### src/rtl/tpo_pkg.sv
// Shared types, constants and decision functions for the triangle pair overlap test.
package tpo_pkg;

   // Field and datapath widths.
   localparam int CoordW    = 15;
   localparam int DiffW     = CoordW + 1;
   localparam int ProdW     = 2 * DiffW;
   localparam int DetW      = ProdW + 1;
   localparam int OrientLat = 3;
   localparam int SubW      = 3;
   localparam int CodeW     = 19;
   localparam int NumCoords = 12;
   localparam int ReqDataW  = 184;
   localparam int RspDataW  = 32;

   // Sub-test result codes that the decision tree refers to by name.
   localparam logic [SubW-1:0] SUB_NONE   = 3'd0;
   localparam logic [SubW-1:0] SUB_INSIDE = 3'd1;
   localparam logic [SubW-1:0] SUB_1      = 3'd1;
   localparam logic [SubW-1:0] SUB_2      = 3'd2;
   localparam logic [SubW-1:0] SUB_3      = 3'd3;
   localparam logic [SubW-1:0] SUB_4      = 3'd4;
   localparam logic [SubW-1:0] SUB_5      = 3'd5;

   // Region of the first triangle's p vertex against the second triangle.
   typedef enum logic [2:0] {
      BR_INSIDE   = 3'd0,
      BR_EDGE_PQR = 3'd1,
      BR_EDGE_RPQ = 3'd2,
      BR_VERT_PQR = 3'd3,
      BR_VERT_RPQ = 3'd4,
      BR_EDGE_QRP = 3'd5,
      BR_VERT_QRP = 3'd6
   } branch_type;

   typedef struct packed {
      logic [CoordW-1:0] x;
      logic [CoordW-1:0] y;
   } point_type;

   typedef struct packed {
      point_type p;
      point_type q;
      point_type r;
   } triangle_type;

   // Sign of one orientation determinant.
   typedef struct packed {
      logic neg;
      logic zero;
   } orient_flags_type;

   // First triangle plus the second triangle rotated for the chosen sub-test.
   typedef struct packed {
      branch_type   branch;
      triangle_type a;
      triangle_type rot;
   } region_type;

   // Orientation signs used by the edge and vertex sub-tests.
   // Naming: A vertices p1, q1, r1; rotated B vertices P, Q, R.
   typedef struct packed {
      orient_flags_type rp_q1;   // (R, P, q1)
      orient_flags_type rq_q1;   // (R, Q, q1)
      orient_flags_type p1_p_q1; // (p1, P, q1)
      orient_flags_type p1_q_q1; // (p1, Q, q1)
      orient_flags_type p1_p_r1; // (p1, P, r1)
      orient_flags_type q1r1_p;  // (q1, r1, P)
      orient_flags_type rq_r1;   // (R, Q, r1)
      orient_flags_type q1r1_q;  // (q1, r1, Q)
      orient_flags_type rp_r1;   // (R, P, r1)
      orient_flags_type q1r1_r;  // (q1, r1, R)
      orient_flags_type r_r1_q;  // (R, r1, Q)
      orient_flags_type p1q1_r;  // (p1, q1, R)
      orient_flags_type r1p1_p;  // (r1, p1, P)
      orient_flags_type p1r1_r;  // (p1, r1, R)
   } sub_flags_type;

   typedef struct packed {
      logic             overlap;
      branch_type       branch;
      logic [SubW-1:0]  subcase;
      logic [CodeW-1:0] code;
   } result_type;

   function automatic logic is_ge0(orient_flags_type f);
      return !f.neg;
   endfunction

   function automatic logic is_le0(orient_flags_type f);
      return f.neg || f.zero;
   endfunction

   function automatic logic is_gt0(orient_flags_type f);
      return !f.neg && !f.zero;
   endfunction

   function automatic logic is_lt0(orient_flags_type f);
      return f.neg;
   endfunction

   // Vertex sub-test: p1 lies in a vertex region of the rotated triangle.
   function automatic logic [SubW-1:0] vertex_sub(sub_flags_type f);
      logic [SubW-1:0] sc;
      sc = SUB_NONE;
      if (is_ge0(f.rp_q1)) begin
         if (is_le0(f.rq_q1)) begin
            if (is_gt0(f.p1_p_q1)) begin
               sc = is_le0(f.p1_q_q1) ? SUB_1 : SUB_NONE;
            end else if (is_lt0(f.p1_p_r1)) begin
               sc = SUB_NONE;
            end else begin
               sc = is_ge0(f.q1r1_p) ? SUB_2 : SUB_NONE;
            end
         end else if (is_gt0(f.p1_q_q1) || is_gt0(f.rq_r1)) begin
            sc = SUB_NONE;
         end else begin
            sc = is_ge0(f.q1r1_q) ? SUB_3 : SUB_NONE;
         end
      end else if (is_lt0(f.rp_r1)) begin
         sc = SUB_NONE;
      end else if (is_ge0(f.q1r1_r)) begin
         sc = is_ge0(f.p1_p_r1) ? SUB_4 : SUB_NONE;
      end else if (is_lt0(f.q1r1_q)) begin
         sc = SUB_NONE;
      end else begin
         sc = is_ge0(f.r_r1_q) ? SUB_5 : SUB_NONE;
      end
      return sc;
   endfunction

   // Edge sub-test: p1 lies in an edge region of the rotated triangle.
   function automatic logic [SubW-1:0] edge_sub(sub_flags_type f);
      logic [SubW-1:0] sc;
      sc = SUB_NONE;
      if (is_ge0(f.rp_q1)) begin
         if (is_ge0(f.p1_p_q1)) begin
            sc = is_ge0(f.p1q1_r) ? SUB_1 : SUB_NONE;
         end else if (is_lt0(f.q1r1_p)) begin
            sc = SUB_NONE;
         end else begin
            sc = is_ge0(f.r1p1_p) ? SUB_2 : SUB_NONE;
         end
      end else if (is_lt0(f.rp_r1) || is_lt0(f.p1_p_r1)) begin
         sc = SUB_NONE;
      end else if (is_ge0(f.p1r1_r)) begin
         sc = SUB_3;
      end else begin
         sc = is_ge0(f.q1r1_r) ? SUB_4 : SUB_NONE;
      end
      return sc;
   endfunction

   // Sub-case shifted by the region's position in the packed code.
   function automatic logic [CodeW-1:0] pack_code(branch_type br, logic [SubW-1:0] sc);
      logic [CodeW-1:0] wide;
      logic [CodeW-1:0] res;
      wide = {{(CodeW - SubW){1'b0}}, sc};
      unique case (br)
         BR_INSIDE:   res = wide;
         BR_EDGE_PQR: res = wide << 1;
         BR_EDGE_RPQ: res = wide << 4;
         BR_VERT_PQR: res = wide << 7;
         BR_VERT_RPQ: res = wide << 10;
         BR_EDGE_QRP: res = wide << 13;
         BR_VERT_QRP: res = wide << 16;
         default:     res = '0;
      endcase
      return res;
   endfunction

endpackage

### src/rtl/tpo_orient.sv
// Three-stage orientation determinant of points a, b, c, reduced to its sign.
module tpo_orient (
   input  logic                      clock,
   input  logic                      en,
   input  tpo_pkg::point_type        a,
   input  tpo_pkg::point_type        b,
   input  tpo_pkg::point_type        c,
   output tpo_pkg::orient_flags_type flags
);
   import tpo_pkg::*;

   logic signed [DiffW-1:0] dax_in, dby_in, day_in, dbx_in;
   logic signed [DiffW-1:0] dax_ff, dby_ff, day_ff, dbx_ff;
   logic signed [ProdW-1:0] prod1_in, prod2_in, prod1_ff, prod2_ff;
   logic signed [DetW-1:0]  det;
   orient_flags_type        flags_in, flags_ff;

   // Stage one: coordinate differences relative to c.
   always_comb begin
      dax_in = $signed({a.x[CoordW-1], a.x}) - $signed({c.x[CoordW-1], c.x});
      dby_in = $signed({b.y[CoordW-1], b.y}) - $signed({c.y[CoordW-1], c.y});
      day_in = $signed({a.y[CoordW-1], a.y}) - $signed({c.y[CoordW-1], c.y});
      dbx_in = $signed({b.x[CoordW-1], b.x}) - $signed({c.x[CoordW-1], c.x});
   end

   // Stage two: the two cross products.
   always_comb begin
      prod1_in = dax_ff * dby_ff;
      prod2_in = day_ff * dbx_ff;
   end

   // Stage three: the difference of the products, kept as sign and zero flags.
   always_comb begin
      det = $signed({prod1_ff[ProdW-1], prod1_ff}) - $signed({prod2_ff[ProdW-1], prod2_ff});
      flags_in.neg  = det[DetW-1];
      flags_in.zero = (det == '0);
   end

   always_ff @(posedge clock) begin
      if (en) begin
         dax_ff   <= dax_in;
         dby_ff   <= dby_in;
         day_ff   <= day_in;
         dbx_ff   <= dbx_in;
         prod1_ff <= prod1_in;
         prod2_ff <= prod2_in;
         flags_ff <= flags_in;
      end
   end

   assign flags = flags_ff;

endmodule

### config.mk
export PLATFORM = sky130hd
export DESIGN_NAME = tpo_orient
export DESIGN_NICKNAME = d
export VERILOG_FILES = /design/src/rtl/tpo_pkg.sv /design/src/rtl/tpo_orient.sv
export SDC_FILE = /design/constraint.sdc
export NUM_CORES = 2
export LEC_CHECK = 0
export ABC_AREA = 1
export BUFFER_PORTS_ARGS = -buffer_cell sky130_fd_sc_hd__buf_4
export CORE_MARGIN = 3
export CORE_UTILIZATION = 25
export CTS_BUF_LIST = sky130_fd_sc_hd__clkbuf_2 sky130_fd_sc_hd__clkbuf_4 sky130_fd_sc_hd__clkbuf_8
export DETAILED_ROUTE_END_ITERATION = 8
export PLACE_DENSITY = 0.39
export REMOVE_ABC_BUFFERS = 1
export SLEW_MARGIN = 20
export SYNTH_ARGS = -nofsm -noshare
export SYNTH_HDL_FRONTEND = slang
export SYNTH_SLANG_ARGS = --single-unit
### constraint.sdc
create_clock -name clock -period 7 [get_ports clock]
set_clock_uncertainty 0.15 [all_clocks]
set_input_delay 1.4 -clock clock [delete_from_list [all_inputs] [get_ports clock]]
set_output_delay 1.4 -clock clock [all_outputs]
set_load 0.005 [all_outputs]
==> results.py <==
metrics = {
    "synthesis": {
        "synth-main-ff-cell": "edfxtp_1",
        "ys_types": 51,
        "ys_top_cells_by_area": "fa_1 37%, edfxtp_1 14%, inv_1 13%",
        "syn_area_um2": 28600,
        "async_flop_share": 0,
        "synth_top_area_share": 0.370,
        "ys_seq_elements": 130,
        "seq_area_frac_synth": 0.136,
        "synth.avg_cell_area_um2": 8.43,
        "synth_edf_count": 130,
        "synth_warnings": 0,
        "synth_top_area_cell": "fa_1",
        "synthCells": 3395,
    },
    "placed_design": {
        "place_congestion": 0.799,
        "io_buffers": 93,
        "dpl.hpwl_um": 69900,
    },
    "cts": {
        "h-tree-depth": 4,
        "cts_buffers": 17,
        "cts.sinks": 130,
        "clock_latency_ns": 0.53,
        "clk_path_buf_depth": 2,
        "cts_resized": 0,
        "root_buffer": "clkbuf_8",
        "cts_tree": "built",
        "clkTransAtPathRegs_ns": 0.11,
    },
    "floorplanning": {
        "die_width_um": 344,
        "die_y_um": 344,
        "row_count": 123,
        "core_area_um2": 113000,
        "io_pins": 94,
        "start_util": 0.253,
        "die_area_um2": 119000,
    },
    "layout": {
        "fillers": 12400,
        "syn_to_final_growth_pct": 10.8,
        "multi_input_area_um2": 20500,
        "drive_above_1_share": 0.0792,
        "nNetsFinal": 4336,
        "regArea_um2": 3900,
    },
    "grt": {
        "overflow": 0,
        "gr-max-usage-layer": "met2",
        "grt_pass1_wl_um": 131000,
        "groute.usage.overall": 0.145,
        "grt_use_met2": 0.258,
        "antenna_found_initial": 6,
        "grt_max_degree": 68,
        "first_global_vias": 22300,
        "use_met1": 0.193,
        "grt_util_met3": 0.0219,
    },
    "drt": {
        "drtPass1Iterations": 5,
        "num_vias": 20500,
        "wl_per_cell_um": 16.6,
        "drtIter0Drc": 1064,
        "via_per_inst": 4.12,
        "drcViolationCount": 0,
        "antenna_left": 0,
        "drt_wl_total_um": 82400,
    },
    "sta": {
        "setup_tns_ns": 0,
        "tightest_slew_ns": 0.933,
        "rsz0062_at_grt": "false",
        "post-route-min-period_ns": 6.61,
        "hold_viol": 0,
        "post-route-period-util": 0.944,
        "max_slew_margin": 0.378,
        "hold_ws_ns": 0.798,
        "maxSlewViolCount": 0,
        "max_freq_ghz": 0.151,
        "setup_viol": 0,
    },
    "critical_path": {
        "path_max_fanout": 12,
        "crit_arrival_ns": 6.70,
        "crit_end": "prod2_ff[31]$_DFFE_PP_",
        "cp-start-kind": "register",
        "startpoint": "day_ff[15]$_DFFE_PP_",
        "required_ns": 7.09,
        "crit_type": "reg -> reg",
        "worstSetupEndpointType": "register",
        "timing.rr.end": "prod2_ff[31]$_DFFE_PP_",
        "rr_worst_depth": 18,
        "rr_startpoint": "day_ff[15]$_DFFE_PP_",
        "rrSetupSlack_ns": 0.39,
    },
    "run": {
        "cap_violations": 0,
    },
    "worst_hold_path": {
        "hold_path.startpoint": "prod1_ff[31]$_DFFE_PP_",
        "min_path_type": "reg -> reg",
    },
    "run_status": {
        "status": "finished, final reports clean",
    },
}
what timing repair did:
item | in CTS | in global routing
endpoints found under the setup margin | 0 | 2
hold buffers | 0 | 0
setup buffers | 0 | 6
critical path, stage by stage (launching register included):
cell and delay, ns:
edfxtp_1 0.55, buf_4 0.26, nand2_1 0.15, fa_1 0.56, inv_1 0.07, fa_1 0.86
fa_1 0.54, fa_1 0.57, fa_1 0.44, fa_1 0.45, ha_1 0.41, nand2_1 0.11
nor2_1 0.25, nand4_1 0.14, o221ai_1 0.37, a21oi_1 0.12, nor2_1 0.10, nor2_1 0.05
xor2_1 0.13
through the flow:
step           cells  instance area [µm²]   util  setup slack [ns]
6_report        4975                31700  0.280             0.393
4_1_cts         4966                31700  0.280             0.269
5_1_grt         4972                31700  0.280            0.0710
2_1_floorplan   3279                28200      -              1.09
3_3_place_gp    4934                31200  0.276             0.396
3_5_place_dp    4934                31200  0.276             0.319
sequential cells by signal (all words and copies together), names as in the netlist:
signal and flops:
prod1_ff 32, prod2_ff 32, dax_ff 16, day_ff 16
dbx_ff 16, dby_ff 16, flags 2
layout by cell type, fill, tap and decap left out, types with 4 or more instances in the layout:
cell type | synthesis | final
a21oi_1 | 131 | 131
inv_1 | 997 | 997
nor2_1 | 116 | 116
nor4_1 | 4 | 4
inv_6 | 0 | 4
ha_1 | 256 | 256
buf_4 | 0 | 159
nand2_1 | 705 | 705
or2_2 | 9 | 9
nand3_1 | 45 | 45
inv_2 | 8 | 8
nand4_1 | 22 | 22
o21bai_1 | 6 | 6
nand2_2 | 19 | 19
a21oi_2 | 13 | 13
a21boi_1 | 6 | 6
a31oi_1 | 4 | 4
nor3_1 | 6 | 6
o21ai_0 | 49 | 49
clkbuf_8 | 0 | 17
o21ai_2 | 10 | 10
fa_1 | 529 | 529
o21ai_1 | 18 | 18
xor2_1 | 82 | 82
xnor2_1 | 51 | 51
a21o_1 | 11 | 11
nand3b_1 | 4 | 4
edfxtp_1 | 130 | 130
nor2_2 | 5 | 5
cell families (layout without fill, tap and decap cells):
family / count (synthesis) / in the layout / synth area share
buffers and inverters: 1121 / 1198 / 0.147
AND/OR/NAND/NOR: 940 / 940 / 0.132
AO/OA/AOI/OAI: 286 / 286 / 0.0622
XOR/XNOR: 133 / 133 / 0.0407
flip-flops: 130 / 130 / 0.136
other: 0 / 3 / 0
adder cells (fa/ha/maj): 785 / 785 / 0.482
cell type report:
cell class                 count  area share
antenna                        3    0.000237
clock buffer                  18     0.00762
clock inverter                14     0.00537
inverter                    1005       0.119
multi-input combinational   2144       0.647
sequential                   130       0.123
tap                         1500      0.0592
timing repair buffer         161      0.0386
layer usage:
layer  wire (µm)  vias to the layer above
met2       41400                      279
met1       37500                    10100
met4         352                        0
li1            -                    10100
met3        3020                       21
met5           0                        -
worst min-delay path by stage:
| stage | slack (ns) | cells past startpoint | end |
|---|---|---|---|
| 5_1_grt | 0.87 | 4 | prod1_ff[1]$_DFFE_PP_ |
| 4_1_cts | 0.84 | 2 | flags[1]$_DFFE_PP_ |
| 2_1_floorplan | 0.61 | 2 | flags[1]$_DFFE_PP_ |
| 6_report | 0.80 | 2 | flags[1]$_DFFE_PP_ |
| 3_3_place_gp | 0.80 | 2 | flags[1]$_DFFE_PP_ |
| 3_5_place_dp | 0.81 | 2 | flags[1]$_DFFE_PP_ |
Yosys cell counts (2+ instances only):
master and number:
o211a_1 3, o31ai_2 2, o22ai_1 2, and2_1 2, xnor2_1 51, inv_1 997
a221oi_1 2, fa_1 529, a21oi_1 131, a21boi_1 6, edfxtp_1 130, a21oi_4 3
nand4_1 22, clkbuf_1 115, a21o_1 11, o21ai_2 10, o21bai_2 2, o21ai_1 18
nor2_2 5, nand2_2 19, o21bai_1 6, nand3b_1 4, o21ai_0 49, o31ai_1 3
nand3_1 45, a31oi_2 2, inv_2 8, a21oi_2 13, nor4_1 4, xor2_1 82
o221ai_1 2, or2_2 9, nor2_1 116, a31oi_1 4, o211ai_1 3, ha_1 256
a211oi_1 3, nor3_1 6, o21a_1 3, a211oi_2 2, nand2_1 705
Power is not shown: default switching activity piles up to over one toggle a cycle in this logic, so the estimate is an artifact.
